<file path="config.mk">
export PLATFORM = sky130hd
export DESIGN_NAME = ljpf_front
export DESIGN_NICKNAME = d
export VERILOG_FILES = /design/src/rtl/lj_pair_force_accumulator_assert.svh /design/src/rtl/ljpf_pkg.sv /design/src/rtl/ljpf_front.sv
export SDC_FILE = /design/constraint.sdc
export NUM_CORES = 1
export LEC_CHECK = 0
export BUFFER_PORTS_ARGS = -buffer_cell sky130_fd_sc_hd__buf_2
export CAP_MARGIN = 10
export CORE_MARGIN = 2
export CORE_UTILIZATION = 53
export DETAILED_ROUTE_END_ITERATION = 10
export GPL_ROUTABILITY_DRIVEN = 0
export PLACE_DENSITY = 0.84
export SYNTH_ARGS = -nofsm -noshare
export SYNTH_HDL_FRONTEND = slang
export SYNTH_SLANG_ARGS = --single-unit
</file>
<file path="constraint.sdc">
create_clock -name vclk -period 9.9
set_input_delay 2.97 -clock vclk [all_inputs]
set_output_delay 2.97 -clock vclk [all_outputs]
set_load 0.03 [all_outputs]
</file>
<file path="src/rtl/lj_pair_force_accumulator_assert.svh">
// ----------------------------------------------------------------------------
// LJ pair force accumulator assertion macros
// Clocked property checks on clk with synchronous reset rst as disable.
// ----------------------------------------------------------------------------
`ifndef LJ_PAIR_FORCE_ACCUMULATOR_ASSERT_SVH
`define LJ_PAIR_FORCE_ACCUMULATOR_ASSERT_SVH

`ifndef ASSERT_OFF

// same-cycle implication
`define LJPF_ASSERT_IMPLY(lbl, a, b, msg) \
  lbl: assert property (@(posedge clk) disable iff (rst) (a) |-> (b)) else $error(msg);

// next-cycle implication
`define LJPF_ASSERT_NEXT(lbl, a, b, msg) \
  lbl: assert property (@(posedge clk) disable iff (rst) (a) |=> (b)) else $error(msg);

`else

`define LJPF_ASSERT_IMPLY(lbl, a, b, msg)
`define LJPF_ASSERT_NEXT(lbl, a, b, msg)

`endif

`endif

</file>
<file path="src/rtl/ljpf_pkg.sv">
// ----------------------------------------------------------------------------
// ljpf_pkg
// Types, constants and saturation helpers for the LJ pair force accumulator.
// ----------------------------------------------------------------------------
package ljpf_pkg;

  localparam int ACC_W   = 48;   // accumulator width, 32..64
  localparam int OUT_W   = 48;   // result field width
  localparam int Q_DEPTH = 4;    // pair queue depth
  localparam int Q_AW    = $clog2(Q_DEPTH);

  localparam logic [7:0] REG_CUTOFF_SQ    = 8'd0;
  localparam logic [7:0] REG_SIGMA6       = 8'd1;
  localparam logic [7:0] REG_ENERGY_SHIFT = 8'd2;
  localparam logic [7:0] REG_FOUR_EPSILON = 8'd3;

  localparam logic [31:0] RST_CUTOFF_SQ    = 32'd2191011;
  localparam logic [31:0] RST_SIGMA6       = 32'd10114888;
  localparam logic [31:0] RST_ENERGY_SHIFT = 32'hFFFF_FEF4;
  localparam logic [31:0] RST_FOUR_EPSILON = 32'd43778;

  localparam logic signed [66:0] SAT_HI = (67'sd1 <<< (ACC_W - 1)) - 67'sd1;
  localparam logic signed [66:0] SAT_LO = -SAT_HI - 67'sd1;

  typedef struct packed {
    logic signed [31:0] home_x;
    logic signed [31:0] home_y;
    logic signed [31:0] home_z;
    logic signed [31:0] neighbor_x;
    logic signed [31:0] neighbor_y;
    logic signed [31:0] neighbor_z;
    logic               last_pair;
    logic               end_of_pass;
  } in_item_t;

  typedef struct packed {
    logic signed [OUT_W-1:0] atom_energy;
    logic signed [OUT_W-1:0] force_x;
    logic signed [OUT_W-1:0] force_y;
    logic signed [OUT_W-1:0] force_z;
    logic signed [OUT_W-1:0] total_energy;
    logic                    total_valid;
  } out_item_t;

  typedef struct packed {
    logic [31:0]        cutoff_sq;
    logic [31:0]        sigma6;
    logic signed [31:0] energy_shift;
    logic [31:0]        four_epsilon;
  } cfg_t;

  // classified pair: per-axis |dr| and sign of dr, plus run flags
  typedef struct packed {
    logic [2:0][31:0] mag;
    logic [2:0]       neg;
    logic             last_pair;
    logic             end_of_pass;
  } pair_t;

  // add a wide signed term to an accumulator, clamp to the accumulator range
  function automatic logic signed [ACC_W-1:0] sat_acc(input logic signed [ACC_W-1:0] a,
                                                      input logic signed [65:0] b);
    logic signed [66:0] s;
    s = 67'(a) + 67'(b);
    if (s > SAT_HI) return ACC_W'(SAT_HI);
    if (s < SAT_LO) return ACC_W'(SAT_LO);
    return ACC_W'(s);
  endfunction

  // cap magnitude at 2^63-1 and apply sign
  function automatic logic signed [65:0] sign_cap(input logic [63:0] mag, input logic neg);
    logic [63:0] m;
    m = mag[63] ? {1'b0, {63{1'b1}}} : mag;
    return neg ? -$signed({2'b00, m}) : $signed({2'b00, m});
  endfunction

endpackage

</file>
<file path="src/rtl/ljpf_front.sv">
// ----------------------------------------------------------------------------
// ljpf_front
// Forms per-axis distance magnitude and sign for an incoming pair.
// ----------------------------------------------------------------------------
module ljpf_front (
  input  ljpf_pkg::in_item_t in_item,
  output ljpf_pkg::pair_t    pair
);

  function automatic logic [32:0] axis(input logic signed [31:0] h,
                                       input logic signed [31:0] n);
    logic signed [32:0] d;
    logic signed [32:0] nd;
    d  = 33'(h) - 33'(n);
    nd = -d;
    return d[32] ? {1'b1, nd[31:0]} : {1'b0, d[31:0]};
  endfunction

  logic [32:0] ax, ay, az;

  assign ax = axis(in_item.home_x, in_item.neighbor_x);
  assign ay = axis(in_item.home_y, in_item.neighbor_y);
  assign az = axis(in_item.home_z, in_item.neighbor_z);

  always_comb begin
    pair.mag[0]      = ax[31:0];
    pair.mag[1]      = ay[31:0];
    pair.mag[2]      = az[31:0];
    pair.neg         = {az[32], ay[32], ax[32]};
    pair.last_pair   = in_item.last_pair;
    pair.end_of_pass = in_item.end_of_pass;
  end

endmodule

</file>
==> summary.md <==
| Metric | Value |
|---|---|
| Status | `completed` |
| Combinational share of power | `100.0%` |
| Min-Delay Path Class | `in2out` |
| Area of the multi-input gates | `7850 um2` |
| P_int | `0.419 mW` |
| Top cell family by delay on the critical path | `compound AO/OA/AOI/OAI gates` |
| DRT Pass-1 Iters | `5` |
| Vias after detailed routing | `10700` |
| Layout Nets | `1863` |
| DR iter-0 viols | `696` |
| Port buffer count | `291` |
| CP endpoint kind | `primary output` |
| Critical path cell sequence | `buf_2, inv_2, ha_4, a21o_1, a311o_1, a2111o_1, buf_6, a31oi_4, xnor2_2, or4_4, or4_4, o41ai_4, a21oi_2, o32ai_2, buf_4` |
| Drt wl/cell | `15.7 um` |
| Dpl ws | `23.7 ps` |
| Die area | `16500 um2` |
| Routed wire length | `27500 um` |
| Sequential area share after synthesis | `0%` |
| Leading area contributor after synthesis | `ha_1` |
| Synth Cell Area | `8220 um2` |
| Synth top area share | `15.1%` |
| CP Launch Type | `input port` |
| Slew at the pin closest to its max-slew limit | `758 ps` |
| Fill cell instance count of the final layout | `1307` |
| Slew headroom | `48.8%` |
| Critical path class | `in2out` |
| Worst IR drop on VDD | `0.102 mV` |
| Area delta synth->final | `27.4%` |
| Final setup viols | `0` |
| Max-cap violation count | `0` |
| Critical path peak fanout | `6` |
| RSZ-0062 raised after global routing | `yes` |
| Overflow after GRT | `0` |
| Seq_cells | `0` |
| Crit-path max cell delay | `580 ps` |
| Post-synthesis cell count | `1256` |
| Syn nets | `1552` |
| P per Cell Area | `113 nW/um2` |
| Gr usage total | `29.8%` |
| Synth warnings | `0` |
| Clock share of power | `0%` |
| Initial Util | `54.1%` |
| Final WS setup | `84.5 ps` |
| Number of global-route vias before repair | `9897` |
| Net Sw Power | `0.764 mW` |
| Pleak | `5.26 nW` |
| Die width | `129 um` |
| Worst path slowest cell | `or4_4` |
| Area of the core | `15200 um2` |
| Worst hold slack | `5940 ps` |
| WP data arrival | `6850 ps` |
| Sequential share of power | `0%` |
| Top cells by area, synth | `ha_1, xnor2_1, a21oi_1, inv_1, xor2_1` |
| CP Data Required Time | `6930 ps` |
| Max Clock Freq | `0.102 GHz` |
| Syn avg cell area | `6.55 um2` |
| Synth unique cells | `75` |
| Hold wc startpoint | `in_item[0]` |
| Register area | `0 um2` |
| DRC violation count after routing | `0` |
| Max-slew violations | `0` |
| Clock buffer count | `0` |
| Initial antenna violation count | `4` |
| Layout cells sized above 1 | `26.8%` |
| Die Y | `129 um` |
| Fin crit period | `9820 ps` |
| Period utilization | `99.1%` |
| # hold bufs at CTS | `0` |
| WP buf/inv | `4` |
| WHS Endpoint | `pair[0]` |
| HPWL after DPL | `22700 um` |
| Hold Violations, Final | `0` |
| Via density | `6.11` |
| First-pass GRT wire length | `42700 um` |
| Row count | `45` |
| WHS Path Cells | `0` |
| CP most frequent cell | `or4_4` |
| Crit. Startpoint | `in_item[72]` |
| I/O Pins | `295` |
| Largest net degree at the start of global routing | `19` |
| Switching share of power | `64.6%` |
| Antenna-violating nets left | `0` |
-- power by group through the flow --
stage / clock (mW) / sequential, mW / combinational (mW)
final: 0.0000000541 / 0 / 1.18
after global routing: 0.0000000540 / 0 / 1.26
after CTS: 0 / 0 / 1.14
after detailed placement: 0 / 0 / 1.13
after global placement: 0 / 0 / 1.12
after floorplan: 0 / 0 / 0.822
-- placed cells by master (no fill, tap or decap), types with 9 or more instances in the layout --
cell type,count
buf_4,55
and3_1,21
and2_1,26
o31ai_1,18
nand3_1,42
nor4_1,10
nor2_1,87
nor3_1,41
a21o_1,47
xor2_1,54
o21a_1,27
o21ai_0,68
a31oi_1,18
a21oi_1,106
nand3b_1,9
inv_1,126
nand2_1,99
nor2b_1,12
ha_1,93
nand4_1,16
or3_1,15
buf_2,286
xnor2_1,80
nand2b_1,9
-- area by class of cell --
| class | count | share of cell area, % |
|---|---|---|
| multi-input combinational | 1090 | 74.9 |
| timing repair buffer | 345 | 18.0 |
| inverter | 130 | 4.68 |
| tap | 188 | 2.25 |
| antenna | 4 | 0.0955 |
-- how the worst max path moves through the flow --
stage	to	slack [ps]	depth (start not counted)
2_1_floorplan	pair[36]	70	14
3_3_place_gp	pair[67]	80	15
3_5_place_dp	pair[67]	20	15
4_1_cts	pair[36]	30	15
5_1_grt	pair[36]	-40	17
6_report	pair[36]	80	15
-- cells by family (layout without fill, tap and decap cells) --
group                      Yosys count  after routing  share of synthesized area (%)
xor gates and xnor gates           135            135                           14.4
muxes                                5              5                          0.624
AOI/OAI and AO/OA                  409            409                           33.4
buffers and inverters              166            475                           7.81
adders and majority gates          102            102                           15.8
and+or+nand+nor                    439            439                           28.0
other                                0              4                              0
-- per-layer routing --
metal  track usage [%]  share of wire, %  vias up
met1              35.3                40     4844
met3              3.33               7.1      114
li1                  -                 -     5248
met2              54.5                48      527
met5                 0                 0        -
met4              12.5               4.5        0
-- synthesized netlist by cell type, types with 7 or more instances --
library cell	count
inv_1	130
a21oi_1	109
nand2_1	100
ha_1	99
nor2_1	87
xnor2_1	81
o21ai_0	70
xor2_1	54
a21o_1	47
nand3_1	42
nor3_1	42
clkbuf_1	30
o21a_1	27
and2_1	26
a31oi_1	23
o31ai_1	22
and3_1	21
nand4_1	16
or3_1	15
nor2b_1	13
nor4_1	12
a2111oi_0	10
nand2b_1	10
a211oi_1	9
nand3b_1	9
o2111ai_1	8
o31a_1	8
or4_1	8
and4_1	7
or2_2	7
-- through the flow --
stage                     utilization (%)  TNS [ps]  area [um2]  std cells  power, mW
after floorplan                         -         0        8230       1256      0.822
after global placement               66.6         0       10100       1747       1.12
after detailed placement             66.6         0       10100       1747       1.13
after CTS                            66.7         0       10100       1747       1.14
after global routing                 68.9     -40.0       10500       1757       1.26
final                                68.9         0       10500       1757       1.18
-- what timing repair did --
item,CTS,global route
pin swaps,0,19
setup endpoints to repair,1,78
buffers inserted,0,6
resized for setup,1,67
No activity file was read; power rests on OpenSTA's default activity.
