==> src/rtl/lj_pair_force_accumulator_assert.svh <==
// ----------------------------------------------------------------------------
// LJ pair force accumulator assertion macros
// Clocked property checks on clk with synchronous reset rst as disable.
// ----------------------------------------------------------------------------
`ifndef LJ_PAIR_FORCE_ACCUMULATOR_ASSERT_SVH
`define LJ_PAIR_FORCE_ACCUMULATOR_ASSERT_SVH

`ifndef ASSERT_OFF

// same-cycle implication
`define LJPF_ASSERT_IMPLY(lbl, a, b, msg) \
  lbl: assert property (@(posedge clk) disable iff (rst) (a) |-> (b)) else $error(msg);

// next-cycle implication
`define LJPF_ASSERT_NEXT(lbl, a, b, msg) \
  lbl: assert property (@(posedge clk) disable iff (rst) (a) |=> (b)) else $error(msg);

`else

`define LJPF_ASSERT_IMPLY(lbl, a, b, msg)
`define LJPF_ASSERT_NEXT(lbl, a, b, msg)

`endif

`endif

==> src/rtl/ljpf_div.sv <==
// ----------------------------------------------------------------------------
// ljpf_div
// Radix-2 restoring divider: (2^64-1) / den, one quotient bit per cycle.
// ----------------------------------------------------------------------------
module ljpf_div (
  input  logic        clk,
  input  logic        rst,
  input  logic        start,
  input  logic [63:0] den,
  output logic        done,
  output logic [63:0] quo
);

  logic [63:0] rem;
  logic [63:0] dsr;
  logic [5:0]  cnt;
  logic        busy;
  logic [64:0] rs;
  logic        ge;

  assign rs = {rem, 1'b1};   // dividend is all ones
  assign ge = (rs >= {1'b0, dsr});

  always_ff @(posedge clk) begin
    if (rst) begin
      busy <= 1'b0;
      done <= 1'b0;
    end else begin
      done <= 1'b0;
      if (start) begin
        busy <= 1'b1;
        rem  <= '0;
        dsr  <= den;
        cnt  <= '0;
      end else if (busy) begin
        rem <= ge ? 64'(rs - {1'b0, dsr}) : rs[63:0];
        quo <= {quo[62:0], ge};
        cnt <= cnt + 6'd1;
        if (cnt == 6'd63) begin
          busy <= 1'b0;
          done <= 1'b1;
        end
      end
    end
  end

endmodule

==> config.mk <==
export PLATFORM = sky130hd
export DESIGN_NAME = ljpf_div
export DESIGN_NICKNAME = d
export VERILOG_FILES = /design/src/rtl/lj_pair_force_accumulator_assert.svh /design/src/rtl/ljpf_div.sv
export SDC_FILE = /design/constraint.sdc
export NUM_CORES = 1
export LEC_CHECK = 0
export BUFFER_PORTS_ARGS = -buffer_cell sky130_fd_sc_hd__buf_2
export CAP_MARGIN = 20
export CORE_MARGIN = 8
export CORE_UTILIZATION = 29
export CTS_CLUSTER_DIAMETER = 120
export DETAILED_ROUTE_END_ITERATION = 16
export PLACE_DENSITY_LB_ADDON = 0.2
export SYNTH_ARGS = -nofsm -noshare
export SYNTH_HDL_FRONTEND = slang
export SYNTH_SLANG_ARGS = --single-unit
==> constraint.sdc <==
create_clock -name clk -period 10.1 [get_ports clk]
set_input_delay 2.525 -clock clk [delete_from_list [all_inputs] [get_ports clk]]
set_output_delay 2.525 -clock clk [all_outputs]
set_load 0.01 [all_outputs]
==> flow_summary_export.csv, run 1 <==
group,metric,value,unit
grt,met2_usage,0.216,
clock_network,cts_tree,"done",
cells_and_area,register_area,5990,um^2
clock_network,ctsResizeCount,0,
yosys,syn_nets,1220,
sta,hold_viol,0,
grt,grt_max_degree,68,
floorplan,initial_core_util,0.292,
yosys,synth-async-reset-ratio,0,
sta,setup_viol,0,
yosys,yosys_warnings,0,
floorplan,dieHeight,213,um
critical_path,critPathKind,"in2reg",
yosys,seq_area_frac_synth,0.533,
floorplan,die_x,213,um
yosys,post_synth_inst_count,1088,
grt,grt_pass1_wl,48100,um
min_path,hold_path_class,"reg2reg",
pwr,power.internal,1550,uW
pwr,leakagePower,0.00513,uW
sta,skew,0.0150,ns
drt,drtIter0Drc,551,
critical_path,worstSetupStartpointType,"input port",
critical_path,cp_data_required_time,10.18,ns
cells_and_area,drive_gt1_frac,0.152,
clock_network,cts_hold_buf,0,
critical_path,arrival,4.97,ns
cells_and_area,final_net_count,1327,
pwr,power_density,181,nW/um^2
drt,firstDrtPassIters,4,
drt,via_per_inst,4.86,
pwr,seqPwrFrac,0.432,
sta,fin_crit,4.89,ns
cells_and_area,multi_input_area,4720,um^2
grt,track_usage,0.135,
pwr,combPwrFrac,0.273,
floorplan,fp.dieArea,45300,um^2
grt,use_met3,0.0228,
placement,dpl.hpwl,21800,um
floorplan,ios,132,
clock_network,cts_buffer_depth,2,
yosys,syn_avg_cell_area,10.3,um^2
sta,finalCritPeriodShare,0.484,
clock_network,path_clk_slew,0.08,ns
clock_network,root_buffer,"clkbuf_16",
yosys,synth-seq-cells,200,
status,status,"complete, no violations",
placement,portBuffers,131,
pwr,p_sw,792,uW
floorplan,core_area,38500,um^2
clock_network,clock_latency,0.46,ns
clock_network,htreeDepth,4,
pwr,p_clk_frac,0.295,
cells_and_area,area_growth,15.5,%
yosys,synth_cell_types,67,
critical_path,endpoint_kind,"flip-flop",
job,drv_cap,0,
sta,holdWs,0.450,ns
placement,gp_congestion,0.816,
critical_path,crit_fanout,58,
drt,wl_per_cell,17.6,um
sta,maxSlewHeadroom,0.429,
grt,grt_overflow,0,
clock_network,post_cts_buffers,0,
drt,drc,0,
grt,grt_pass1_vias,8525,
yosys,synthesis.area,11200,um^2
cells_and_area,n_fill_cell,3969,
pwr,switching_share,0.338,
yosys,synth_edf_count,198,
clock_network,cts.sink_count,200,
sta,rsz0062_at_grt,"false",
drt,vias,8385,
sta,drv_slew,0,
cells_and_area,insertedDiodeCount,0,
floorplan,rows,72,
grt,antenna_found_initial,1,
sta,worst_slew_pin_slew,0.857,ns
grt,busiest_layer,"met2",
sta,timing.fmax,205,MHz
sta,fin_setup_tns,0,ns
clock_network,cts_made_buffers,17,
yosys,synthFlopType,"edfxtp_1",
cells_and_area,fin_util,0.337,
grt,use_met1,0.186,
drt,wl,30300,um
pwr,peakVddDrop,0.000108,V
drt,ant_nets,0,
==> Yosys cell counts, types with 3 or more instances <==
cell type / number / share of area
mux2i_1: 3 / 0.0027
xnor2_1: 32 / 0.025
o21ai_1: 3 / 0.0013
o21a_1: 3 / 0.0020
or3_1: 7 / 0.0039
o31a_1: 4 / 0.0031
xor2_1: 21 / 0.016
a21boi_0: 5 / 0.0033
o211ai_1: 7 / 0.0047
nand4_1: 24 / 0.013
nand2_1: 130 / 0.043
nor2_1: 72 / 0.024
a21o_1: 40 / 0.027
ha_1: 64 / 0.071
buf_6: 3 / 0.0030
o21bai_1: 15 / 0.010
and3_1: 6 / 0.0033
edfxtp_1: 198 / 0.53
a31o_2: 3 / 0.0023
inv_1: 85 / 0.028
nor4_1: 5 / 0.0028
a21oi_1: 130 / 0.058
nand2b_1: 9 / 0.0050
o21ai_0: 60 / 0.027
buf_2: 8 / 0.0036
a31oi_1: 7 / 0.0039
o31ai_1: 7 / 0.0047
nand3_1: 22 / 0.0098
nor2b_1: 10 / 0.0056
nor3_1: 12 / 0.0053
clkbuf_1: 37 / 0.012
a211oi_1: 13 / 0.0087
==> per-layer routing <==
layer | part of all wire | wire length (um)
met1 | 0.49 | 15000
met2 | 0.46 | 14000
met3 | 0.031 | 926
met4 | 0.013 | 405
met5 | 0.00043 | 13
==> registers in the layout, summed over array words and instances (netlist names) <==
register and cells:
cnt 6, dsr 64, quo 64, busy 1
done 1, rem 64
==> power by group through the flow <==
stage	clock (uW)	combinational (uW)	sequential (uW)
final	692	641	1010
after global routing	746	719	1020
after CTS	722	642	1010
after detailed placement	0	638	1030
after global placement	0	635	1030
after floorplan	0	480	1030
==> kinds of logic (layout without fill, tap and decap cells) <==
group / Yosys count / after routing / share of synthesized area
mux: 3 / 3 / 0.00267
xor+xnor: 53 / 53 / 0.0413
buf+inv: 137 / 257 / 0.0494
simple gates: 312 / 312 / 0.128
flops: 200 / 200 / 0.533
fa+ha+maj: 65 / 65 / 0.0730
compound gates: 318 / 318 / 0.173
==> placed cells by master (no fill, tap or decap), types with 32 or more instances in the layout <==
master / count
xnor2_1: 32
nor2_1: 70
nand2_1: 130
ha_1: 64
a21oi_1: 130
o21ai_0: 60
inv_1: 85
buf_2: 131
a21o_1: 40
edfxtp_1: 198
==> path summary, 6_finish.rpt <==
path | startpoint | endpoint | slack, ns | cells past startpoint
worst max-delay path | start | dsr[53] | 5.21 | 5
worst max register to register | rem[23] | rem[58] | 5.85 | 12
worst min register to register | quo[34] | quo[35] | 0.45 | 0
worst min-delay path | quo[34] | quo[35] | 0.45 | 0
==> worst max-delay path, cell delays in order <==
cell and delay, ns:
buf_2 0.44, buf_4 0.52, inv_1 0.35, nor2_4 0.34, buf_4 0.69
==> stage by stage <==
| step | setup slack [ns] | area, um^2 | power [uW] | std cells |
|---|---|---|---|---|
| global placement | 4.75 | 12400 | 1670 | 1692 |
| CTS | 5.19 | 13000 | 2380 | 1725 |
| floorplan | 1.98 | 11200 | 1510 | 1088 |
| finish | 5.21 | 13000 | 2350 | 1726 |
| global route | 5.02 | 13000 | 2490 | 1726 |
| detailed placement | 4.69 | 12400 | 1670 | 1693 |
==> area by class of cell <==
type,count,area share
multi-input combinational,751,0.363
inverter,86,0.0253
clock inverter,13,0.0113
timing repair buffer,139,0.0553
clock buffer,19,0.0334
sequential,200,0.461
tap,518,0.0500
(Power assumes the default switching activity.)
==> run 2: changes to the inputs <==
==> constraint.sdc (replaced) <==
create_clock -name clk -period 5 [get_ports clk]
set_input_delay 1.25 -clock clk [delete_from_list [all_inputs] [get_ports clk]]
set_output_delay 1.25 -clock clk [all_outputs]
set_load 0.01 [all_outputs]
==> flow_summary_export.csv, run 2 (synthesis gave the netlist of run 1 again) <==
group,metric,value,unit
status,status,"complete, no violations",
critical_path,timing.rr.end,"rem[49]",
clock_network,htreeDepth,4,
sta,fin_setup_tns,0,ns
min_path,hold_path_class,"reg2reg",
drt,firstDrtPassIters,5,
drt,vias,8417,
grt,grt_overflow,0,
sta,timing.fmax,246,MHz
critical_path,r2r-start,"rem[0]",
critical_path,reg2reg_slack,0.94,ns
cells_and_area,layout_commonest_cell,"edfxtp_1",
clock_network,cts_made_buffers,17,
floorplan,die_x,213,um
critical_path,arrival,4.31,ns
critical_path,endpoint_kind,"flip-flop",
sta,fin_crit,4.06,ns
pwr,seqPwrFrac,0.434,
pwr,p_clk_frac,0.291,
pwr,power.internal,3130,uW
floorplan,core_area,38500,um^2
cells_and_area,final_net_count,1330,
drt,wl_per_cell,17.1,um
placement,pre_cts_ws,0.877,ns
grt,track_usage,0.133,
pwr,switching_share,0.333,
clock_network,cts.sink_count,200,
drt,drtIter0Drc,541,
pwr,leakagePower,0.00515,uW
sta,setup_viol,0,
placement,portBuffers,131,
drt,ant_nets,0,
clock_network,cts_tree,"done",
cells_and_area,drive_gt1_frac,0.154,
floorplan,rows,72,
cells_and_area,insertedDiodeCount,0,
floorplan,fp.dieArea,45300,um^2
critical_path,worstSetupStartpointType,"flip-flop",
critical_path,crit_fanout,4,
job,drv_cap,0,
clock_network,root_buffer,"clkbuf_16",
cells_and_area,fin_util,0.338,
grt,grt_pass1_wl,47100,um
min_path,whs_path_depth,0,
pwr,combPwrFrac,0.275,
critical_path,critPathKind,"reg2reg",
clock_network,post_cts_buffers,0,
cells_and_area,top_regs,"dsr (64), quo (64), rem (64)",
clock_network,cts_buffer_depth,2,
sta,setup_ws,0.937,ns
sta,finalCritPeriodShare,0.813,
sta,worst_slew_pin_slew,0.997,ns
placement,gp_congestion,0.863,
clock_network,cts_hold_buf,0,
critical_path,cp_data_required_time,5.24,ns
min_path,hold_start,"quo[25]",
sta,rsz0062_at_grt,"false",
clock_network,path_clk_slew,0.08,ns
sta,hold_viol,0,
drt,drc,0,
floorplan,dieHeight,213,um
sta,maxSlewHeadroom,0.333,
sta,drv_slew,0,
grt,grt_pass1_vias,8305,
pwr,power_density,361,nW/um^2
clock_network,ctsResizeCount,0,
floorplan,ios,132,
floorplan,initial_core_util,0.292,
pwr,peakVddDrop,0.000236,V
sta,skew,0.0158,ns
placement,dpl.hpwl,22000,um
clock_network,clock_latency,0.46,ns
critical_path,r2r_cells,12,
grt,antenna_found_initial,0,
cells_and_area,area_growth,15.9,%
grt,grt_max_degree,57,
cells_and_area,most-common-layout-cells,"edfxtp_1, buf_2, nand2_1, a21oi_1, inv_1",
pwr,p_sw,1570,uW
min_path,min_to,"quo[26]",
drt,via_per_inst,4.87,
drt,wl,29600,um
[run 2: cell types whose count changed in the layout (fill, tap and decap cells not counted), sizes merged]
cell	before	now
buf	138	142
clkbuf	20	19
clkinv	7	2
clkinvlp	0	2
inv	92	95
[run 2: layout make-up]
class                           count  area, um^2
Clock buffer                       19         433
Clock inverter                     13         126
Fill cell                        3975       25400
Inverter                           86         328
Multi-Input combinational cell    751        4720
Sequential cell                   200        5990
Tap cell                          518         648
Timing Repair Buffer              142         776
[run 2: metal layers]
layer,track usage,vias up,part of all wire
li1,-,4182,-
met1,0.184,4038,0.49
met2,0.208,175,0.45
met3,0.0264,22,0.041
met4,0.0402,0,0.014
met5,0,-,0
[run 2: worst max-delay path by stage]
stage                          to    from  cells past startpoint  slack (ns)
after global placement    rem[49]  rem[0]                     12         1.0
after detailed placement  rem[49]  rem[0]                     12        0.88
after global routing      rem[49]  rem[0]                     12        0.54
final                     rem[49]  rem[0]                     12        0.94
after CTS                 rem[49]  rem[0]                     12        0.82
after floorplan            cnt[0]   start                      3       0.007
[run 2: metrics by stage]
step	power, uW	area [um^2]	cells	hold slack (ns)
6_report	4700	13000	1729	0.446
5_1_grt	5000	13000	1729	0.455
4_1_cts	4780	13000	1729	0.449
3_5_place_dp	3370	12500	1697	0.427
3_3_place_gp	3370	12500	1697	0.424
2_1_floorplan	3040	11200	1088	0.499
[run 2: critical path: stages (launching register included)]
cell	delay (ns)
edfxtp_1	0.35
inv_1	0.05
ha_1	0.21
fa_1	0.38
nand2b_1	0.20
a21oi_1	0.32
o21bai_1	0.17
a21oi_1	0.34
o21ai_0	0.32
o311ai_0	0.79
a21oi_1	0.19
xnor2_1	0.17
a211oi_1	0.35
[run 2: power groups by stage]
stage               Sequential, uW  Clock, uW  Combinational, uW
floorplan                     2070          0                969
CTS                           2040       1430               1300
detailed placement            2080          0               1290
global placement              2080          0               1290
global route                  2060       1480               1460
finish                        2040       1370               1290
