`src/rtl/lj_pair_force_accumulator_assert.svh`:
```
// ----------------------------------------------------------------------------
// LJ pair force accumulator assertion macros
// Clocked property checks on clk with synchronous reset rst as disable.
// ----------------------------------------------------------------------------
`ifndef LJ_PAIR_FORCE_ACCUMULATOR_ASSERT_SVH
`define LJ_PAIR_FORCE_ACCUMULATOR_ASSERT_SVH

`ifndef ASSERT_OFF

// same-cycle implication
`define LJPF_ASSERT_IMPLY(lbl, a, b, msg) \
  lbl: assert property (@(posedge clk) disable iff (rst) (a) |-> (b)) else $error(msg);

// next-cycle implication
`define LJPF_ASSERT_NEXT(lbl, a, b, msg) \
  lbl: assert property (@(posedge clk) disable iff (rst) (a) |=> (b)) else $error(msg);

`else

`define LJPF_ASSERT_IMPLY(lbl, a, b, msg)
`define LJPF_ASSERT_NEXT(lbl, a, b, msg)

`endif

`endif

```
`src/rtl/ljpf_pkg.sv`:
```
// ----------------------------------------------------------------------------
// ljpf_pkg
// Types, constants and saturation helpers for the LJ pair force accumulator.
// ----------------------------------------------------------------------------
package ljpf_pkg;

  localparam int ACC_W   = 48;   // accumulator width, 32..64
  localparam int OUT_W   = 48;   // result field width
  localparam int Q_DEPTH = 4;    // pair queue depth
  localparam int Q_AW    = $clog2(Q_DEPTH);

  localparam logic [7:0] REG_CUTOFF_SQ    = 8'd0;
  localparam logic [7:0] REG_SIGMA6       = 8'd1;
  localparam logic [7:0] REG_ENERGY_SHIFT = 8'd2;
  localparam logic [7:0] REG_FOUR_EPSILON = 8'd3;

  localparam logic [31:0] RST_CUTOFF_SQ    = 32'd2191011;
  localparam logic [31:0] RST_SIGMA6       = 32'd10114888;
  localparam logic [31:0] RST_ENERGY_SHIFT = 32'hFFFF_FEF4;
  localparam logic [31:0] RST_FOUR_EPSILON = 32'd43778;

  localparam logic signed [66:0] SAT_HI = (67'sd1 <<< (ACC_W - 1)) - 67'sd1;
  localparam logic signed [66:0] SAT_LO = -SAT_HI - 67'sd1;

  typedef struct packed {
    logic signed [31:0] home_x;
    logic signed [31:0] home_y;
    logic signed [31:0] home_z;
    logic signed [31:0] neighbor_x;
    logic signed [31:0] neighbor_y;
    logic signed [31:0] neighbor_z;
    logic               last_pair;
    logic               end_of_pass;
  } in_item_t;

  typedef struct packed {
    logic signed [OUT_W-1:0] atom_energy;
    logic signed [OUT_W-1:0] force_x;
    logic signed [OUT_W-1:0] force_y;
    logic signed [OUT_W-1:0] force_z;
    logic signed [OUT_W-1:0] total_energy;
    logic                    total_valid;
  } out_item_t;

  typedef struct packed {
    logic [31:0]        cutoff_sq;
    logic [31:0]        sigma6;
    logic signed [31:0] energy_shift;
    logic [31:0]        four_epsilon;
  } cfg_t;

  // classified pair: per-axis |dr| and sign of dr, plus run flags
  typedef struct packed {
    logic [2:0][31:0] mag;
    logic [2:0]       neg;
    logic             last_pair;
    logic             end_of_pass;
  } pair_t;

  // add a wide signed term to an accumulator, clamp to the accumulator range
  function automatic logic signed [ACC_W-1:0] sat_acc(input logic signed [ACC_W-1:0] a,
                                                      input logic signed [65:0] b);
    logic signed [66:0] s;
    s = 67'(a) + 67'(b);
    if (s > SAT_HI) return ACC_W'(SAT_HI);
    if (s < SAT_LO) return ACC_W'(SAT_LO);
    return ACC_W'(s);
  endfunction

  // cap magnitude at 2^63-1 and apply sign
  function automatic logic signed [65:0] sign_cap(input logic [63:0] mag, input logic neg);
    logic [63:0] m;
    m = mag[63] ? {1'b0, {63{1'b1}}} : mag;
    return neg ? -$signed({2'b00, m}) : $signed({2'b00, m});
  endfunction

endpackage

```
`src/rtl/ljpf_queue.sv`:
```
// ----------------------------------------------------------------------------
// ljpf_queue
// Short FIFO of classified pairs between front and back.
// ----------------------------------------------------------------------------
module ljpf_queue (
  input  logic            clk,
  input  logic            rst,
  input  logic            wr,
  input  ljpf_pkg::pair_t wr_data,
  output logic            full,
  input  logic            rd,
  output logic            valid,
  output ljpf_pkg::pair_t rd_data
);

  ljpf_pkg::pair_t             slots [ljpf_pkg::Q_DEPTH];
  logic [ljpf_pkg::Q_AW-1:0]   wr_ptr, rd_ptr;
  logic [ljpf_pkg::Q_AW:0]     count;
  logic                        wr_ok, rd_ok;

  assign full    = (count == (ljpf_pkg::Q_AW + 1)'(ljpf_pkg::Q_DEPTH));
  assign valid   = (count != '0);
  assign rd_data = slots[rd_ptr];
  assign wr_ok   = wr && !full;
  assign rd_ok   = rd && valid;

  always_ff @(posedge clk) begin
    if (rst) begin
      wr_ptr <= '0;
      rd_ptr <= '0;
      count  <= '0;
    end else begin
      if (wr_ok) begin
        slots[wr_ptr] <= wr_data;
        wr_ptr        <= wr_ptr + 1'b1;
      end
      if (rd_ok) rd_ptr <= rd_ptr + 1'b1;
      case ({wr_ok, rd_ok})
        2'b10:   count <= count + 1'b1;
        2'b01:   count <= count - 1'b1;
        default: count <= count;
      endcase
    end
  end

endmodule

```
`config.mk`:
```
export PLATFORM = sky130hd
export DESIGN_NAME = ljpf_queue
export DESIGN_NICKNAME = d
export VERILOG_FILES = /design/src/rtl/lj_pair_force_accumulator_assert.svh /design/src/rtl/ljpf_pkg.sv /design/src/rtl/ljpf_queue.sv
export SDC_FILE = /design/constraint.sdc
export NUM_CORES = 1
export LEC_CHECK = 0
export BUFFER_PORTS_ARGS = -buffer_cell sky130_fd_sc_hd__buf_2
export CAP_MARGIN = 10
export CORE_ASPECT_RATIO = 0.75
export CORE_UTILIZATION = 35
export CTS_CLUSTER_SIZE = 10
export DETAILED_ROUTE_END_ITERATION = 8
export PLACE_DENSITY = 0.54
export SLEW_MARGIN = 20
export SYNTH_ARGS = -nofsm -noshare
export SYNTH_HDL_FRONTEND = slang
export SYNTH_SLANG_ARGS = --single-unit
```
`constraint.sdc`:
```
create_clock -name clk -period 10.5 [get_ports clk]
set_clock_uncertainty 0.15 [all_clocks]
set_input_delay 2.625 -clock clk [delete_from_list [all_inputs] [get_ports clk]]
set_output_delay 2.625 -clock clk [all_outputs]
set_load 0.05 [all_outputs]
```
==> results.json, run 1 <==
{
  "status": "completed",
  "numCtsBuffers": 47,
  "synth_cells": 579,
  "use_met3_pct": 4.15,
  "seqPwrFrac_pct": 41.8,
  "grt_max_degree": 67,
  "yosys_warnings": 0,
  "use_met2_pct": 20.0,
  "synth.yosys.seq_area_share_pct": 81.7,
  "grt_use_met1_pct": 20.2,
  "final_core_util_pct": 42.8,
  "fillers": 3642,
  "syn_avg_cell_area_um2": 26.0,
  "powerDensity_mw_per_mm2": 259,
  "multi_input_area_mm2": 0.00257,
  "top_usage_layer": "met1",
  "cts_resized": 0,
  "hpwl_um": 17900,
  "cap_violations": 0,
  "io_pins": 208,
  "gp_congestion": 0.688,
  "cp_data_required_time_ns": 7.73,
  "cts_max_level": 2,
  "cp-start-kind": "register",
  "drive_above_1_share_pct": 44.8,
  "max-slew-margin-rel_pct": 31.3,
  "ant_nets": 0,
  "viasPerCell": 4.76,
  "switchingPower_uw": 1550,
  "gr-total-overflow": 0,
  "rsz0062_at_grt": "false",
  "port_buffers": 207,
  "worstSetupEndpointType": "primary output",
  "ir_drop_uv": 155,
  "combPwrFrac_pct": 27.9,
  "postCtsSetupRepairBufs": 0,
  "wire_per_inst_um": 21.1,
  "clkSinkCount": 413,
  "hp-class": "register to register",
  "drt-initial-drc-count": 542,
  "synth_area_mm2": 0.0151,
  "finalMaxSlewViolations": 0,
  "rows": 65,
  "swShare_pct": 33.1,
  "synth_seq_cells": 413,
  "grt_pass1_wl_um": 45700,
  "fmaxAchievable_mhz": 174,
  "hold_buffers": 0,
  "worstPathMaxFanout": 64,
  "whs_ns": 0.382,
  "area_growth_pct": 20.1,
  "core-area_mm2": 0.0422,
  "die_area_mm2": 0.0439,
  "fp.dieW_um": 242,
  "totalWireLength_um": 30000,
  "fin_crit_ns": 5.74,
  "synth_nets": 690,
  "critPathKind": "register to primary output",
  "drc": 0,
  "clkLatencyLatePin_ns": 0.55,
  "p_leak_uw": 0.00591,
  "first_pass_iters": 4,
  "cts-root-buf": "clkbuf_16",
  "worstPathArrival_ns": 2.96,
  "grt_use_total_pct": 13.8,
  "finalHoldViolCount": 0,
  "cts_tree": "built",
  "fin_nets": 933,
  "antenna_found_initial": 9,
  "internal_power_uw": 3140,
  "ys_types": 21,
  "setup-violations-final": 0,
  "register_area_mm2": 0.0123,
  "fp.dieH_um": 182,
  "p_clk_share_pct": 30.3,
  "start_util_pct": 35.7,
  "clockBufferDepth": 3,
  "grt_pass1_vias": 7283,
  "vias": 6751,
  "worst_slew_pin_slew_ns": 1.03,
  "finalCritPeriodShare_pct": 54.7,
  "path_clk_slew_ns": 0.06
}
-- cells in the final DEF (no fill, tap or decap), drive strengths merged --
cell | Yosys | layout
a21oi | 3 | 3
buf | 21 | 218
clkbuf | 3 | 66
clkinv | 0 | 4
dfxtp | 9 | 9
diode | 0 | 4
edfxtp | 404 | 404
fa | 1 | 1
ha | 5 | 5
inv | 6 | 7
mux2i | 1 | 1
mux4 | 101 | 101
nand2b | 3 | 3
nor2 | 6 | 6
nor3b | 5 | 5
o21ai | 2 | 2
o311ai | 1 | 1
o31a | 1 | 1
or3 | 3 | 3
xnor2 | 1 | 1
xor2 | 3 | 3
-- worst paths after layout --
path | startpoint | to | slack, ns | cells past startpoint
max | register | rd_data[58] | 4.76 | 3
min | count[2]$_SDFFE_PP0P_ | count[2]$_SDFFE_PP0P_ | 0.38 | 2
max reg2reg | count[2]$_SDFFE_PP0P_ | slots[1][9]$_DFFE_PP_ | 6.96 | 5
min reg2reg | count[2]$_SDFFE_PP0P_ | count[2]$_SDFFE_PP0P_ | 0.38 | 2
-- registers in the layout, summed over array words and instances (netlist names), named ones only --
register and cells:
wr_ptr 2, count 3, rd_ptr 2, slots 404
-- cells by family after synthesis --
| group | after synthesis | share of synthesized area, % |
|---|---|---|
| flip-flops | 413 | 81.7 |
| multiplexers | 102 | 15.2 |
| buffers and inverters | 30 | 1.34 |
| AND/OR/NAND/NOR | 17 | 0.681 |
| AO/OA/AOI/OAI | 7 | 0.282 |
| adder cells (fa/ha/maj) | 6 | 0.548 |
| XOR/XNOR | 4 | 0.233 |
-- cells in the mapped netlist --
cell type	instances	share of area [%]
fa_1	1	0.13
nor2_1	6	0.15
dfxtp_1	9	1.2
o31a_1	1	0.058
nor3b_1	4	0.20
mux4_2	101	15
xor2_1	3	0.17
ha_1	5	0.42
or3_1	3	0.12
inv_1	6	0.15
clkbuf_1	3	0.075
nand2b_1	3	0.12
buf_6	10	0.75
o311ai_0	1	0.058
o21ai_0	2	0.066
buf_2	11	0.37
nor3b_2	1	0.083
xnor2_1	1	0.058
edfxtp_1	404	81
a21oi_1	3	0.10
mux2i_1	1	0.066
-- power by group through the flow --
stage / registers (µW) / clock network [µW] / logic, µW
after floorplan: 1970 / 0 / 1090
after global placement: 2000 / 0 / 1330
after detailed placement: 2000 / 0 / 1330
after CTS: 1960 / 1470 / 1340
after global routing: 1970 / 1540 / 1380
final: 1960 / 1420 / 1310
-- final cells by class --
type / count / share of cell area, %
Inverter: 6 / 0.125
Antenna cell: 4 / 0.0554
Timing Repair Buffer: 218 / 6.23
Clock buffer: 66 / 6.95
Multi-Input combinational cell: 136 / 14.2
Tap cell: 569 / 3.94
Sequential cell: 413 / 68.1
Clock inverter: 5 / 0.339
-- metrics by stage --
step | instance area [µm²] | TNS [ns] | std cells | setup slack (ns) | total power (µW)
floorplan | 15100 | -165.34 | 579 | -0.546 | 3060
detailed placement | 16700 | 0 | 1342 | 4.77 | 3330
CTS | 18100 | 0 | 1413 | 4.64 | 4770
finish | 18100 | 0 | 1417 | 4.76 | 4690
global route | 18100 | 0 | 1414 | 4.56 | 4890
global placement | 16700 | 0 | 1342 | 4.80 | 3330
-- layer usage --
metal,vias up,share of wire [%]
li1,2971,-
met3,57,6.3
met5,-,0.26
met1,3538,47
met2,173,44
met4,12,1.9
-- critical path, cell delays in order (launching register included) --
cell and delay, ns:
dfxtp_4 1.01, buf_4 0.63, mux4_2 0.45, buf_2 0.24
Note: power is estimated with default switching activity, not from simulation.
==> run 2: changes to the inputs <==
- clock period: 10.5 -> 5 ns (I/O delays scaled with it)
==> results.json, run 2 (same netlist as run 1, synthesis figures left out) <==
{
  "die_area_mm2": 0.0439,
  "totalWireLength_um": 29100,
  "swShare_pct": 32.9,
  "drt-initial-drc-count": 405,
  "area_growth_pct": 20.7,
  "vias": 6770,
  "fin_nets": 938,
  "clkSinkCount": 413,
  "status": "completed",
  "cts_tree": "built",
  "drive_above_1_share_pct": 45.2,
  "start_util_pct": 35.7,
  "core-area_mm2": 0.0422,
  "wire_per_inst_um": 20.6,
  "cap_violations": 0,
  "whs_ns": 0.371,
  "grt_max_degree": 65,
  "worst_slew_pin_slew_ns": 0.893,
  "worstPathArrival_ns": 2.48,
  "rows": 65,
  "post-place-cells": 1347,
  "hpwl_um": 16900,
  "max-slew-margin-rel_pct": 40.4,
  "grt_pass1_vias": 7410,
  "gr-total-overflow": 0,
  "regMostFlops": "slots",
  "cts_resized": 0,
  "most-common-layout-cells": "404 x edfxtp_1, 207 x buf_2, 101 x mux4_2",
  "cts-root-buf": "clkbuf_16",
  "cp_data_required_time_ns": 3.60,
  "powerDensity_mw_per_mm2": 541,
  "cp-start-kind": "register",
  "ant_nets": 0,
  "path_clk_slew_ns": 0.05,
  "ir_drop_uv": 292,
  "finalCritPeriodShare_pct": 77.6,
  "cts_max_level": 2,
  "p_leak_uw": 0.00596,
  "viasPerCell": 4.78,
  "critPathKind": "register to primary output",
  "fp.dieH_um": 182,
  "clockBufferDepth": 3,
  "gp_congestion": 0.683,
  "fmaxAchievable_mhz": 258,
  "numCtsBuffers": 47,
  "antenna_found_initial": 5,
  "hp-class": "register to register",
  "clkLatencyLatePin_ns": 0.54,
  "final_core_util_pct": 43.1,
  "fp.dieW_um": 242,
  "layout.cells.non_filler": 1417,
  "setup-violations-final": 0,
  "io_pins": 208,
  "mostFrequentLayoutCell": "edfxtp_1",
  "worstPathMaxFanout": 41,
  "final_area_mm2": 0.0182,
  "seqPwrFrac_pct": 41.9,
  "grt_pass1_wl_um": 44800,
  "combPwrFrac_pct": 27.9,
  "switchingPower_uw": 3240,
  "worstSetupEndpointType": "primary output",
  "rsz0062_at_grt": "false",
  "finalMaxSlewViolations": 0,
  "finalHoldViolCount": 0,
  "largest_reg_flops": 404,
  "postCtsSetupRepairBufs": 0,
  "grt_use_total_pct": 13.4,
  "first_pass_iters": 4,
  "post_dp_cell_area_mm2": 0.0169,
  "internal_power_uw": 6600,
  "drc": 0,
  "hold_buffers": 0,
  "top_regs": "slots (404), count (3)",
  "p_clk_share_pct": 30.2,
  "port_buffers": 207,
  "fin_crit_ns": 3.88
}
[run 2: cell count changes in the layout (fill, tap and decap cells not counted)]
| cell | previous run | this run |
|---|---|---|
| buf_12 | 0 | 7 |
| inv_16 | 1 | 0 |
| clkinv_1 | 1 | 0 |
| clkbuf_1 | 18 | 17 |
| diode_2 | 4 | 1 |
| nor3b_4 | 1 | 4 |
| clkinv_8 | 2 | 0 |
| buf_6 | 2 | 0 |
| nor3b_2 | 4 | 1 |
| inv_6 | 0 | 3 |
[run 2: worst max-delay path, stage by stage, from the launching register on]
cell and delay, ns:
dfxtp_4 0.69, buf_12 0.37, mux4_2 0.57, buf_2 0.23
[run 2: area by class of cell]
type,instances,area [µm²]
Sequential cell,413,12300
Fill cell,3638,24000
Tap cell,569,712
Multi-Input combinational cell,136,2590
Timing Repair Buffer,223,1240
Antenna cell,1,2.50
Clock inverter,4,31.3
Clock buffer,65,1250
Inverter,6,22.5
[run 2: worst paths after layout]
kind / slack [ns] / cells past startpoint / to / startpoint
worst min-delay path: 0.37 / 2 / wr_ptr[1]$_SDFFE_PP0P_ / wr_ptr[1]$_SDFFE_PP0P_
worst max-delay path: 1.12 / 3 / rd_data[79] / register
worst max register to register: 2.28 / 8 / count[2]$_SDFFE_PP0P_ / count[2]$_SDFFE_PP0P_
worst min register to register: 0.37 / 2 / wr_ptr[1]$_SDFFE_PP0P_ / wr_ptr[1]$_SDFFE_PP0P_
[run 2: metal layers]
layer,vias to the layer above,global-route usage [%],wire (µm)
li1,2978,-,-
met1,3582,18.4,13200
met2,157,20.9,13800
met3,49,3.77,1580
met4,4,3.54,513
met5,-,0,28
[run 2: power groups by stage]
stage | combinational (µW) | sequential [µW] | clock [µW]
after floorplan | 2290 | 4120 | 0
after global placement | 2790 | 4190 | 0
after detailed placement | 2790 | 4200 | 0
after CTS | 2800 | 4130 | 3080
after global routing | 2880 | 4140 | 3210
final | 2740 | 4120 | 2970
[run 2: through the flow]
stage / setup TNS (ns) / total power [µW] / setup slack [ns]
3_5_place_dp: 0 / 6990 / 1.53
5_1_grt: 0 / 10200 / 0.921
6_report: 0 / 9840 / 1.12
3_3_place_gp: 0 / 6990 / 1.60
4_1_cts: 0 / 10000 / 1.01
2_1_floorplan: -429.69 / 6410 / -1.07
==> run 3: changes to the inputs <==
- PLACE_DENSITY: 0.54 -> 0.52
- clock period: 5 -> 3.8 ns (I/O delays scaled with it)
==> results.json, run 3 (same netlist as run 1, synthesis figures left out) <==
{
  "status": "completed",
  "first_pass_iters": 4,
  "wire_per_inst_um": 20.6,
  "ant_nets": 0,
  "io_pins": 208,
  "cts_max_level": 2,
  "fmaxAchievable_mhz": 305,
  "fin_nets": 936,
  "core-area_mm2": 0.0422,
  "slowest_delay_ns": 0.55,
  "cts_resized": 0,
  "finalCritPeriodShare_pct": 86.3,
  "numCtsBuffers": 47,
  "cap_violations": 0,
  "hp-class": "register to register",
  "r2r-end": "count[2]$_SDFFE_PP0P_",
  "worstPathArrival_ns": 2.18,
  "top_regs": "slots (404), count (3)",
  "die_area_mm2": 0.0439,
  "powerDensity_mw_per_mm2": 712,
  "grt_max_degree": 59,
  "critPathTopFamily": "multiplexers",
  "post-place-cells": 1345,
  "drc": 0,
  "antenna_found_initial": 6,
  "fp.dieW_um": 242,
  "mostFrequentLayoutCell": "edfxtp_1",
  "cp.depth": 3,
  "fp.dieH_um": 182,
  "grt_pass1_vias": 7176,
  "reg2regPathDepth": 8,
  "finalHoldViolCount": 0,
  "gp_congestion": 0.676,
  "min-delay-start": "wr_ptr[1]$_SDFFE_PP0P_",
  "setup-violations-final": 0,
  "clkSinkCount": 413,
  "postCtsSetupRepairBufs": 0,
  "regMostFlops": "slots",
  "grt_pass1_wl_um": 44100,
  "hold_buffers": 0,
  "crit_buf_inv": 2,
  "port_buffers": 207,
  "fin_crit_ns": 3.28,
  "most-common-layout-cells": "404 x edfxtp_1, 207 x buf_2, 101 x mux4_2",
  "drt-initial-drc-count": 399,
  "critPathKind": "register to primary output",
  "ir_drop_uv": 445,
  "vias": 6657,
  "viasPerCell": 4.73,
  "rsz0062_at_grt": "false",
  "p_leak_uw": 0.00596,
  "clockBufferDepth": 3,
  "cp-start-kind": "register",
  "crit_slowest_cell": "mux4_2",
  "path_clk_slew_ns": 0.05,
  "start_util_pct": 35.7,
  "cts_tree": "built",
  "crit_chain": "buf_12, mux4_2, buf_2",
  "cts-root-buf": "clkbuf_16",
  "gr-total-overflow": 0,
  "power.total_uw": 13000,
  "max-slew-margin-rel_pct": 70.8,
  "cp_data_required_time_ns": 2.70,
  "timing.rr.start": "count[2]$_SDFFE_PP0P_",
  "multi_input_area_mm2": 0.00260,
  "fillers": 3593,
  "worstPathMaxFanout": 31,
  "fin_tns_setup_ns": 0,
  "drive_above_1_share_pct": 45.5,
  "clkLatencyLatePin_ns": 0.54,
  "hpwl_um": 16800,
  "grt_use_total_pct": 13.3,
  "worstSetupEndpointType": "primary output",
  "worst_slew_pin_slew_ns": 0.432,
  "finalMaxSlewViolations": 0,
  "layout.cells.non_filler": 1406,
  "largest_reg_flops": 404,
  "rrSetupSlack_ns": 1.35,
  "endpoint": "rd_data[75]",
  "area_growth_pct": 21.0,
  "rows": 65,
  "totalWireLength_um": 28900,
  "register_area_mm2": 0.0123
}
[run 3: worst min-delay path: stages (launching register included)]
cell      delay, ns
dfxtp_1        0.34
nand2b_1       0.07
mux2i_1        0.06
[run 3: through the flow]
| step | hold slack (ns) | worst slack [ns] | util [%] | instance area [µm²] |
|---|---|---|---|---|
| finish | 0.370 | 0.520 | 43.2 | 18200 |
| floorplan | 0.332 | -0.488 | - | 15100 |
| detailed placement | 0.359 | 1.03 | 40.2 | 17000 |
| CTS | 0.377 | 0.440 | 43.2 | 18200 |
| global route | 0.412 | 0.389 | 43.2 | 18200 |
| global placement | 0.356 | 1.05 | 40.2 | 17000 |
[run 3: how the worst min path moves through the flow]
| stage | endpoint | depth (start not counted) | slack [ns] |
|---|---|---|---|
| after global routing | wr_ptr[1]$_SDFFE_PP0P_ | 2 | 0.41 |
| after floorplan | count[2]$_SDFFE_PP0P_ | 2 | 0.33 |
| after detailed placement | register | 2 | 0.36 |
| after global placement | wr_ptr[1]$_SDFFE_PP0P_ | 2 | 0.36 |
| after CTS | wr_ptr[1]$_SDFFE_PP0P_ | 2 | 0.38 |
| final | wr_ptr[1]$_SDFFE_PP0P_ | 2 | 0.37 |
[run 3: power breakdown]
group	total (µW)	leakage (µW)	switching, µW	internal, µW
clock	3890	0.000619	1610	2280
combinational	3740	0.00160	2530	1200
sequential	5360	0.00374	102	5260
total	13000	0.00596	4240	8740
[run 3: cell type report]
cell class                      instances  area share (%)
Clock inverter                          2          0.0481
Clock buffer                           57            6.89
Inverter                                6           0.124
Timing Repair Buffer                  221            7.15
Sequential cell                       413            67.6
Antenna cell                            2          0.0275
Tap cell                              569            3.91
Multi-Input combinational cell        136            14.3
[run 3: metal layers]
| metal | routed length (µm) | vias up | GRT usage [%] |
|---|---|---|---|
| met4 | 515 | 6 | 3.64 |
| met1 | 12700 | 3466 | 17.9 |
| li1 | - | 2962 | - |
| met5 | 35 | - | 0 |
| met3 | 2070 | 51 | 4.79 |
| met2 | 13600 | 172 | 20.6 |
